===== src/hw/rtl/fpa_pkg.sv =====
package fpa_pkg;

    // Q24.8 word format
    localparam int WORD_W        = 32;
    localparam int FRACTION_BITS = 8;

    // Divider sizing: numerator is 2*(|a| << F) + |b|, divisor is 2*|b|
    localparam int NUM_W = WORD_W + FRACTION_BITS + 1;
    localparam int DEN_W = WORD_W + 1;
    localparam int REM_W = DEN_W + 1;
    localparam int PROD_W = 2 * WORD_W;

    // One divider cell per numerator bit
    localparam int NUM_CELLS = NUM_W;

    // Rounding constant for the product: half of one LSB after the shift
    localparam logic [PROD_W-1:0] MUL_ROUND = PROD_W'(1) << (FRACTION_BITS - 1);

    typedef enum logic [3:0] {
        ACT_ADD   = 4'd0,
        ACT_SUB   = 4'd1,
        ACT_MUL   = 4'd2,
        ACT_DIV   = 4'd3,
        ACT_INC   = 4'd4,
        ACT_DEC   = 4'd5,
        ACT_MIN   = 4'd6,
        ACT_MAX   = 4'd7,
        ACT_TOINT = 4'd8
    } act_t;

    // How the output stage forms the final value
    typedef enum logic [1:0] {
        KIND_PLAIN,
        KIND_MUL,
        KIND_DIV
    } kind_t;

    typedef struct packed {
        logic [3:0]               action;
        logic signed [WORD_W-1:0] operand_a;
        logic signed [WORD_W-1:0] operand_b;
    } alu_req_t;

    typedef struct packed {
        logic signed [WORD_W-1:0] result_value;
        logic                     a_less;
        logic                     a_equal;
        logic                     a_greater;
        logic                     divide_by_zero;
    } alu_rsp_t;

    // Record carried down the cell chain
    typedef struct packed {
        kind_t              kind;
        logic [WORD_W-1:0]  value;
        logic               less;
        logic               equal;
        logic               greater;
        logic               dbz;
        logic               neg;
        logic [PROD_W-1:0]  prod;
        logic [NUM_W-1:0]   num;
        logic [DEN_W-1:0]   den;
        logic [REM_W-1:0]   rem;
        logic [WORD_W-1:0]  quo;
    } stage_t;

endpackage


===== src/hw/rtl/fpa_front.sv =====
module fpa_front
    import fpa_pkg::*;
(
    input  logic     clk,
    input  logic     rst_n,
    input  logic     req_valid,
    output logic     req_ready,
    input  alu_req_t req,
    output logic     stg_valid,
    input  logic     stg_ready,
    output stage_t   stg
);

    logic              valid_reg;
    stage_t            rec_reg;
    stage_t            rec_next;
    logic [WORD_W-1:0] a_u;
    logic [WORD_W-1:0] b_u;
    logic [WORD_W-1:0] mag_a;
    logic [WORD_W-1:0] mag_b;
    logic              a_lt_b;
    logic              b_lt_a;

    assign req_ready = !valid_reg || stg_ready;
    assign stg_valid = valid_reg;
    assign stg       = rec_reg;

    // Decode, magnitudes, compare flags, simple ops, the product and the divider operands
    always_comb
    begin
        a_u    = WORD_W'(req.operand_a);
        b_u    = WORD_W'(req.operand_b);
        mag_a  = a_u[WORD_W-1] ? (~a_u + WORD_W'(1)) : a_u;
        mag_b  = b_u[WORD_W-1] ? (~b_u + WORD_W'(1)) : b_u;
        a_lt_b = $signed(req.operand_a) < $signed(req.operand_b);
        b_lt_a = $signed(req.operand_b) < $signed(req.operand_a);

        rec_next         = '0;
        rec_next.kind    = KIND_PLAIN;
        rec_next.less    = a_lt_b;
        rec_next.equal   = (a_u == b_u);
        rec_next.greater = b_lt_a;
        rec_next.neg     = a_u[WORD_W-1] ^ b_u[WORD_W-1];
        rec_next.prod    = PROD_W'(mag_a) * PROD_W'(mag_b);
        rec_next.num     = {mag_a, (FRACTION_BITS + 1)'(0)} + NUM_W'(mag_b);
        rec_next.den     = {mag_b, 1'b0};
        rec_next.rem     = '0;
        rec_next.quo     = '0;

        unique case (req.action)
            ACT_ADD:   rec_next.value = a_u + b_u;
            ACT_SUB:   rec_next.value = a_u - b_u;
            ACT_MUL:   rec_next.kind  = KIND_MUL;
            ACT_DIV:
            begin
                rec_next.kind = KIND_DIV;
                rec_next.dbz  = (mag_b == '0);
            end
            ACT_INC:   rec_next.value = a_u + WORD_W'(1);
            ACT_DEC:   rec_next.value = a_u - WORD_W'(1);
            ACT_MIN:   rec_next.value = b_lt_a ? b_u : a_u;
            ACT_MAX:   rec_next.value = a_lt_b ? b_u : a_u;
            ACT_TOINT: rec_next.value = WORD_W'(req.operand_a >>> FRACTION_BITS);
            default:   rec_next.value = '0;
        endcase
    end

    // Stage valid
    always_ff @(posedge clk or negedge rst_n)
    begin
        if (!rst_n)
            valid_reg <= 1'b0;
        else if (req_ready)
            valid_reg <= req_valid;
    end

    // Stage payload
    always_ff @(posedge clk)
    begin
        if (req_valid && req_ready)
            rec_reg <= rec_next;
    end

endmodule


===== config.mk =====
export PLATFORM = sky130hd
export DESIGN_NAME = fpa_front
export DESIGN_NICKNAME = d
export VERILOG_FILES = /design/src/hw/rtl/fpa_pkg.sv /design/src/hw/rtl/fpa_front.sv
export SDC_FILE = /design/constraint.sdc
export NUM_CORES = 2
export LEC_CHECK = 0
export BUFFER_PORTS_ARGS = -buffer_cell sky130_fd_sc_hd__buf_2
export CORE_AREA = 5 5 288 290
export CTS_CLUSTER_SIZE = 24
export DETAILED_ROUTE_END_ITERATION = 12
export DIE_AREA = 0 0 293 295
export GPL_TIMING_DRIVEN = 0
export PLACE_DENSITY = 0.8
export SLEW_MARGIN = 20
export SYNTH_ARGS = -nofsm -noshare
export SYNTH_HDL_FRONTEND = slang
export SYNTH_SLANG_ARGS = --single-unit

===== constraint.sdc =====
create_clock -name clk -period 4.3 [get_ports clk]
set_input_delay 0.215 -clock clk [delete_from_list [all_inputs] [get_ports clk]]
set_output_delay 0.215 -clock clk [all_outputs]
set_load 0.05 [all_outputs]

==> impl_results.md <==
* DRT iter0 DRCs at 4899
* Core Area at 80030 um2
* Least-Margin Pin Slew at around 1.1 ns
* Worst-path clk slew at 0.10 ns
* Finished Layout Cells at 6797
* Post-DP HPWL at 153.2 mm
* CP top delay family: adder cells
* Outcome: complete, but fails checks
* Area delta synth->final at 19.35%
* Avg Cell Area, Syn at 8.832 um2
* Largest stage delay, worst path at 0.68 ns
* Worst Skew at 0.01910 ns
* CTS root buffer: clkbuf_16
* Commonest non-fill, non-tap cell in the layout: inv_1
* WS Path Type: input port to flip-flop
* Gate count of the mapped netlist at roughly 5200
* Final slew viol count at 0
* Slew HR at 24.87%
* Worst setup EP type: flip-flop
* Post-DRT Antenna Nets at 0
* Ys Warns at 0
* Total CTS buffers at 17
* DRT Pass-1 Iters at 9
* CTS Sinks at approximately 170
* Grt ovf at 0
* RSZ-0062 raised after global routing: yes
* Final setup vio count at 88
* Slowest CP cell: fa_2
* Failing checks: setup timing
* Worst path arrival time at 10.32 ns
* Synth async-reset ratio at 0.5952%
* Fillers at 6167
* Number of flops mapped to enable cells by yosys at between 150 and 200
* WL final at 194.7 mm
* CP max FO at 4
* Req. time, crit path at 4.67 ns
* H-tree Lvls at 4
* Vias per cell at ~6
* DIE HEIGHT at slightly below 300 um
* Clk buf depth at 2
* Largest net degree at the start of global routing at 58
* CTS tree: done
* Placed Cells incl. Taps at 6599
* Remaining DRCs at 0
* Hold Violations, Final at 0
* Number of global-route vias before repair at roughly 43000
* Crit start category: input port
* GPL Wtd Cong at ~1.1
* Synth Register Bits at around 170
* Peak Freq at 100.5 MHz
* Routed vias at 41951
* Final worst slack at -5.646 ns
* Die footprint at about 86000 um2
* Worst path buffer plus inverter count at 10
* Register area share after synthesis at 10.94%
* PortBufs at 246
* Max_cap viols at 0
* DR WL/cell at 28.64 um
* Initial antenna violation count at 9
* CP dominant cell by count: fa_1
* Placement Rows at 104
* Synth cell types at 82
* Clock latency on the worst-skew pair at 0.54 ns
* Top FF cell, synth: edfxtp_1
* First-pass GRT wire length at 278.9 mm
* Commonest non-fill, non-tap cells in the layout: inv_1, fa_1, nor2_1, nand2_1, ha_1
* All-Layer GR Usage at 44.33%
* Final #Nets at between 7000 and 8000
* Die width at ~300 um
* Min-Delay Path Class: input port to flip-flop
* I/O pin count at between 300 and 400
* Mapped Area at 46080 um2
* Min cycle time layout at 9.946 ns
* Crit share post-route at 231.3%
* Initial Util at 57.58%
* Layout cells sized above 1 at around a fifth
==> flip-flops by register name, indices dropped and copies added (netlist names) <==
register,flops
stg_valid,1
stg,167
==> logic make-up after synthesis <==
group,Yosys count,synth area share [%]
xor gates and xnor gates,237,4.578
DFF,168,10.94
muxes,30,0.6516
buffers and inverters,1356,11.73
and+or+nand+nor,1483,13.45
AOI/OAI and AO/OA,658,9.107
other,1,0.008138
adders and majority gates,1285,49.53
==> synth_stat cells (75+ instances only) <==
cell	count	share of area, %
o21ai_0	136	1.5
xnor2_1	192	3.6
nand2_1	610	5.0
a21oi_1	209	2.3
buf_4	76	1.2
edfxtp_1	167	11
fa_1	899	39
ha_1	386	10
clkbuf_1	229	1.9
inv_1	1015	8.3
a21o_1	75	1.2
nor2_1	609	5.0
==> per-layer routing <==
layer  global-route usage, %  part of all wire, %
met1                   56.06                   34
met2                   64.49                   42
met3                   16.84                   15
met4                   28.07                  8.4
met5                       0                0.025
==> final cells by class <==
class / instances / area [um2] / area share (%)
Antenna cell: 5 / 12.51 / 0.02275
Buffer: 313 / 2240 / 4.072
Clock buffer: 18 / 429.2 / 0.7803
Clock inverter: 14 / 161.4 / 0.2935
Inverter: 1035 / 4018 / 7.305
Multi-Input combinational cell: 3760 / 38740 / 70.44
Sequential cell: 168 / 5040 / 9.163
Tap cell: 1060 / 1326 / 2.411
Timing Repair Buffer: 424 / 3032 / 5.512
==> worst paths after layout <==
check / end / slack (ns) / depth (start not counted) / from
min in group asynchronous: stg_valid / 0.51 / 3 / rst_n
max reg2reg: stg[183] / 2.36 / 4 / stg_valid
min: stg[241] / 0.09 / 2 / req[67]
max in group asynchronous: stg_valid / 3.68 / 3 / rst_n
max: stg[196] / -5.65 / 38 / req[0]
min reg2reg: stg[211] / 0.97 / 2 / stg_valid
==> metrics by stage <==
step / setup TNS, ns / hold slack (ns) / area (um2) / worst slack, ns / util (%)
after floorplan: -215.05 / -0.08059 / 47050 / -5.017 / -
after CTS: -261.51 / 0.05020 / 53700 / -5.750 / 67.11
final: -267.10 / 0.09376 / 55000 / -5.646 / 68.73
after global placement: -506.41 / -0.009695 / 49610 / -8.650 / 61.99
after global routing: -275.21 / 0.07299 / 54990 / -5.796 / 68.72
after detailed placement: -486.30 / -0.008885 / 49890 / -8.159 / 62.35
==> what timing repair did <==
| item | 4_1_cts | 5_1_grt |
|---|---|---|
| buffers inserted | 112 | 68 |
| pin swaps | 91 | 127 |
| hold buffers | 4 | 0 |
| gates resized for setup | 505 | 252 |
| setup endpoints to repair | 125 | 115 |
| gates cloned | 0 | 1 |
| hold endpoints to repair | 2 | 0 |
Power is not shown: default switching activity piles up to over one toggle a cycle in this logic, so the estimate is an artifact.
