<file path="config.mk">
export PLATFORM = sky130hd
export DESIGN_NAME = fpa_cell
export DESIGN_NICKNAME = d
export VERILOG_FILES = /design/src/hw/rtl/fpa_pkg.sv /design/src/hw/rtl/fpa_cell.sv
export SDC_FILE = /design/constraint.sdc
export NUM_CORES = 1
export LEC_CHECK = 0
export ABC_AREA = 1
export BUFFER_PORTS_ARGS = -buffer_cell sky130_fd_sc_hd__buf_2
export CORE_AREA = 4 4 187 189
export DETAILED_ROUTE_END_ITERATION = 10
export DIE_AREA = 0 0 191 193
export PLACE_DENSITY = 0.57
export SLEW_MARGIN = 20
export SYNTH_ARGS = -nofsm -noshare
export SYNTH_HDL_FRONTEND = slang
export SYNTH_SLANG_ARGS = --single-unit
</file>
<file path="constraint.sdc">
create_clock -name clk -period 12.49 [get_ports clk]
set_input_delay 0.6245 -clock clk [delete_from_list [all_inputs] [get_ports clk]]
set_output_delay 0.6245 -clock clk [all_outputs]
set_load 0.1 [all_outputs]
</file>
<file path="src/hw/rtl/fpa_pkg.sv">
package fpa_pkg;

    // Q24.8 word format
    localparam int WORD_W        = 32;
    localparam int FRACTION_BITS = 8;

    // Divider sizing: numerator is 2*(|a| << F) + |b|, divisor is 2*|b|
    localparam int NUM_W = WORD_W + FRACTION_BITS + 1;
    localparam int DEN_W = WORD_W + 1;
    localparam int REM_W = DEN_W + 1;
    localparam int PROD_W = 2 * WORD_W;

    // One divider cell per numerator bit
    localparam int NUM_CELLS = NUM_W;

    // Rounding constant for the product: half of one LSB after the shift
    localparam logic [PROD_W-1:0] MUL_ROUND = PROD_W'(1) << (FRACTION_BITS - 1);

    typedef enum logic [3:0] {
        ACT_ADD   = 4'd0,
        ACT_SUB   = 4'd1,
        ACT_MUL   = 4'd2,
        ACT_DIV   = 4'd3,
        ACT_INC   = 4'd4,
        ACT_DEC   = 4'd5,
        ACT_MIN   = 4'd6,
        ACT_MAX   = 4'd7,
        ACT_TOINT = 4'd8
    } act_t;

    // How the output stage forms the final value
    typedef enum logic [1:0] {
        KIND_PLAIN,
        KIND_MUL,
        KIND_DIV
    } kind_t;

    typedef struct packed {
        logic [3:0]               action;
        logic signed [WORD_W-1:0] operand_a;
        logic signed [WORD_W-1:0] operand_b;
    } alu_req_t;

    typedef struct packed {
        logic signed [WORD_W-1:0] result_value;
        logic                     a_less;
        logic                     a_equal;
        logic                     a_greater;
        logic                     divide_by_zero;
    } alu_rsp_t;

    // Record carried down the cell chain
    typedef struct packed {
        kind_t              kind;
        logic [WORD_W-1:0]  value;
        logic               less;
        logic               equal;
        logic               greater;
        logic               dbz;
        logic               neg;
        logic [PROD_W-1:0]  prod;
        logic [NUM_W-1:0]   num;
        logic [DEN_W-1:0]   den;
        logic [REM_W-1:0]   rem;
        logic [WORD_W-1:0]  quo;
    } stage_t;

endpackage

</file>
<file path="src/hw/rtl/fpa_cell.sv">
module fpa_cell
    import fpa_pkg::*;
(
    input  logic   clk,
    input  logic   rst_n,
    input  logic   up_valid,
    output logic   up_ready,
    input  stage_t up,
    output logic   dn_valid,
    input  logic   dn_ready,
    output stage_t dn
);

    logic             valid_reg;
    stage_t           rec_reg;
    stage_t           rec_next;
    logic [REM_W-1:0] rem_sh;
    logic [REM_W:0]   diff;
    logic             qbit;

    assign up_ready = !valid_reg || dn_ready;
    assign dn_valid = valid_reg;
    assign dn       = rec_reg;

    // One restoring divide step: bring down a numerator bit, try the subtract
    always_comb
    begin
        rem_sh   = {up.rem[REM_W-2:0], up.num[NUM_W-1]};
        diff     = {1'b0, rem_sh} - (REM_W + 1)'(up.den);
        qbit     = !diff[REM_W];
        rec_next = up;
        rec_next.rem = qbit ? diff[REM_W-1:0] : rem_sh;
        rec_next.num = {up.num[NUM_W-2:0], 1'b0};
        rec_next.quo = {up.quo[WORD_W-2:0], qbit};
    end

    always_ff @(posedge clk or negedge rst_n)
    begin
        if (!rst_n)
            valid_reg <= 1'b0;
        else if (up_ready)
            valid_reg <= up_valid;
    end

    always_ff @(posedge clk)
    begin
        if (up_valid && up_ready)
            rec_reg <= rec_next;
    end

endmodule

</file>
==> summary.md <==
| Metric | Value |
|---|---|
| Sequential power share | 42.3% |
| Crit path from | up[139] |
| Chip width | 191 um |
| Status | finished, final reports clean |
| Period minus WS final | around 2.6 ns |
| Die Height | approximately 190 um |
| Yosys reg bits | 243 |
| Clk_skew | 0.00687 ns |
| Count of pins over their slew limit | 0 |
| CP max stage delay | 0.41 ns |
| Power, Total | 2300 uW |
| Fmax | 390 MHz |
| Final period util | roughly a fifth |
| RR Endpoint | dn[163] |
| Routed WL | around 36 mm |
| Core Box Area | 0.0333 mm^2 |
| Post-route DRC | 0 |
| Initial antenna violation count | 6 |
| Psw | 822 uW |
| DRT antenna net count | 0 |
| WP data required | ~13 ns |
| DR vias/cell | between 4 and 5 |
| Setup TNS | 0 ns |
| Clock power share | 31.0% |
| Max cap viols | 0 |
| Slowest CP cell | inv_4 |
| Max IR drop VDD | 0.128 mV |
| Leak pwr | roughly 0.0067 uW |
| Avg Inst Size Synth | 11.8 um^2 |
| Routability congestion estimate | 0.926 |
| Critical Path Fanout Max | 36 |
| Die area | around 0.037 mm^2 |
| Hold Path Sink | dn[221] |
| Critical Path Start Type | input pin |
| Syn Inst Count | 873 |
| Final Worst Setup Slack | 9.93 ns |
| Register area | 0.00729 mm^2 |
| Worst R2R Setup Slack | 9.95 ns |
| CP Capture Type | flip-flop |
| Post-CTS Setup Inserts | 0 |
| Reg2reg start | dn_valid |
| # setup viols final | 0 |
| Worst-Skew Late Latency | between 0.5 and 0.6 ns |
| DR vias | 7930 |
| Hold Crit Start | up[221] |
| Clock tree buffer depth | 3 |
| Rel. slew slack | 33.6% |
| Worst-margin pin slew | 0.995 ns |
| Crit path DAT | 2.96 ns |
| Vias in the first global route | a little under 8000 |
| Post-place setup slack | 9.33 ns |
| Switching part of the total power | 35.7% |
| Power density over the cells | 164 mW/mm^2 |
| Yosys cell types | 30 |
| Comb power frac | 26.7% |
| RSZ-0062 raised after global routing | no |
| P_int | 1480 uW |
| Rows | 67 |
| Area delta synth->final | 36.7% |
| Final nets | ~1700 |
| PortBufs | just under 500 |
| Worst Hold Depth | 1 |
| Initial core utilization | 30.9% |
| Fraction of layout instances using a drive strength above 1 | between 30% and 40% |
| R2R cell count | 3 |
| Crit-path cells | buf_2, inv_1, ha_1, inv_1, fa_1, nand2_1, nand2_2, nand3_2, nand2_2, nand2_2, nand2_2, nand2_2, nand2_2, nand2_2, nand2_4, inv_4, nand2_1, nand2_1 |
| DP Area | about 0.013 mm^2 |
| Clock sink total | between 200 and 250 |
| CTS root buf | clkbuf_16 |
| Worst path most repeated cell | nand2_2 |
| Filler cells | 3305 |
| Total track usage | 18.0% |
| CTS tree | yes |
| Post-layout instance area | about 0.014 mm^2 |
| Post-synthesis sequential area ratio | a little over two thirds |
| Multi-input combinational cell area | 0.00245 mm^2 |
| Initial DRC count | 309 |
| Largest net degree at the start of global routing | 81 |
| CTS clock-pin slew for the worst setup and hold paths | 0.06 ns |
| Critical path type | in -> reg |
| Io pins | 492 |
| First-pass GRT wire length | approximately 49 mm |
| GRT overflow | 0 |
| Wire per inst | 19.3 um |
| CTS HTree Levels | 1 |
| DR pass1 iterations | 4 |
| Post-detail-place hpwl | 29.6 mm |
| Type of the most critical hold path | in -> reg |
| Mapped cell area | 0.0103 mm^2 |
| Num CTS Buffers | 27 |
| Synth warnings | 0 |
| Final count of hold timing violations | 0 |
| Synth Net Count | roughly 1200 |
sequential cells by signal (all words and copies together) (netlist names):
name      count
dn          242
dn_valid      1
power by group through the flow:
stage / clock, uW / sequential [uW] / combinational, uW
after floorplan: 0 / 1350 / 133
after global placement: 0 / 992 / 618
after detailed placement: 0 / 992 / 620
after CTS: 740 / 976 / 621
after global routing: 773 / 979 / 652
final: 714 / 975 / 616
synthesized netlist by cell type:
| library cell | number | area share (%) |
|---|---|---|
| buf_6 | 3 | 0.33 |
| nand3_2 | 1 | 0.097 |
| o21bai_1 | 5 | 0.36 |
| edfxtp_1 | 242 | 71 |
| or2_1 | 1 | 0.061 |
| a21boi_0 | 1 | 0.073 |
| nand2_4 | 1 | 0.11 |
| a21oi_1 | 22 | 1.1 |
| ha_1 | 33 | 4.0 |
| or2_2 | 1 | 0.061 |
| nor2_2 | 2 | 0.12 |
| o21ai_0 | 6 | 0.29 |
| nand3_1 | 38 | 1.8 |
| dfrtp_1 | 1 | 0.24 |
| nor4_1 | 4 | 0.24 |
| nor3_1 | 9 | 0.44 |
| nand4_1 | 2 | 0.12 |
| inv_1 | 131 | 4.8 |
| a21oi_2 | 2 | 0.17 |
| inv_4 | 1 | 0.061 |
| fa_1 | 1 | 0.19 |
| nand3b_1 | 8 | 0.58 |
| and2_1 | 2 | 0.12 |
| xnor2_1 | 1 | 0.085 |
| conb_1 | 1 | 0.036 |
| nand2_1 | 285 | 10 |
| buf_4 | 4 | 0.29 |
| nor2_1 | 43 | 1.6 |
| xor2_1 | 14 | 1.2 |
| nand2_2 | 8 | 0.49 |
through the flow:
stage | hold WS [ns] | utilization (%) | instances
final | 0.268 | 42.3 | 1855
after global routing | 0.237 | 42.3 | 1854
after CTS | 0.233 | 42.3 | 1851
after detailed placement | 0.401 | 39.9 | 1806
after global placement | 0.400 | 39.9 | 1806
after floorplan | 0.329 | - | 873
logic make-up after synthesis:
| family | synth area share (%) |
|---|---|
| flip-flops | 70.8 |
| adder cells (fa/ha/maj) | 4.20 |
| XOR/XNOR | 1.28 |
| AO/OA/AOI/OAI | 1.97 |
| buffers and inverters | 5.46 |
| AND/OR/NAND/NOR | 16.2 |
| other | 0.0364 |
critical path, delay by kind of cell:
kind                       cells  cell delay [ns]
adders and majority gates      2             0.52
buffers and inverters          4             0.64
and+or+nand+nor               12             1.16
metal layers:
layer  GRT usage (%)  routed length (um)  share of wire, %  vias up
li1                -                   -                 -     3934
met1            20.0               12900                36     3660
met2            33.6               19000                53      293
met3            5.37                3050               8.5       43
met4            4.97                 779               2.2        0
met5               0                   0                 0        -
cells in the final DEF, fill, tap and decap left out, types with 4 or more instances in the layout:
| cell | count |
|---|---|
| a21oi_1 | 21 |
| buf_2 | 488 |
| buf_4 | 4 |
| clkbuf_1 | 5 |
| clkbuf_16 | 27 |
| clkinv_1 | 7 |
| diode_2 | 4 |
| edfxtp_1 | 242 |
| ha_1 | 33 |
| inv_1 | 131 |
| nand2_1 | 285 |
| nand2_2 | 8 |
| nand3_1 | 38 |
| nand3b_1 | 8 |
| nor2_1 | 43 |
| nor3_1 | 9 |
| nor4_1 | 4 |
| o21ai_0 | 6 |
| o21bai_1 | 5 |
| xor2_1 | 14 |
repair_timing:
item | CTS | global route
hold buffers | 1 | 0
gates resized for setup | 0 | 0
endpoints found under the hold margin | 1 | 0
area by class of cell:
type / count / area share [%]
Sequential cell: 243 / 51.8
Timing Repair Buffer: 493 / 17.6
Multi-Input combinational cell: 491 / 17.4
Clock buffer: 32 / 4.93
Tap cell: 448 / 3.98
Inverter: 132 / 3.54
Clock inverter: 12 / 0.613
Antenna cell: 4 / 0.0711
how the worst max path moves through the flow:
stage,to,slack [ns],cells after the start
after floorplan,dn[0],4.29,2
after global placement,dn[52],9.36,18
after detailed placement,dn[58],9.33,18
after CTS,dn[54],9.89,18
after global routing,dn[48],9.65,18
final,dn[58],9.93,18
Note: power is estimated with default switching activity, not from simulation.
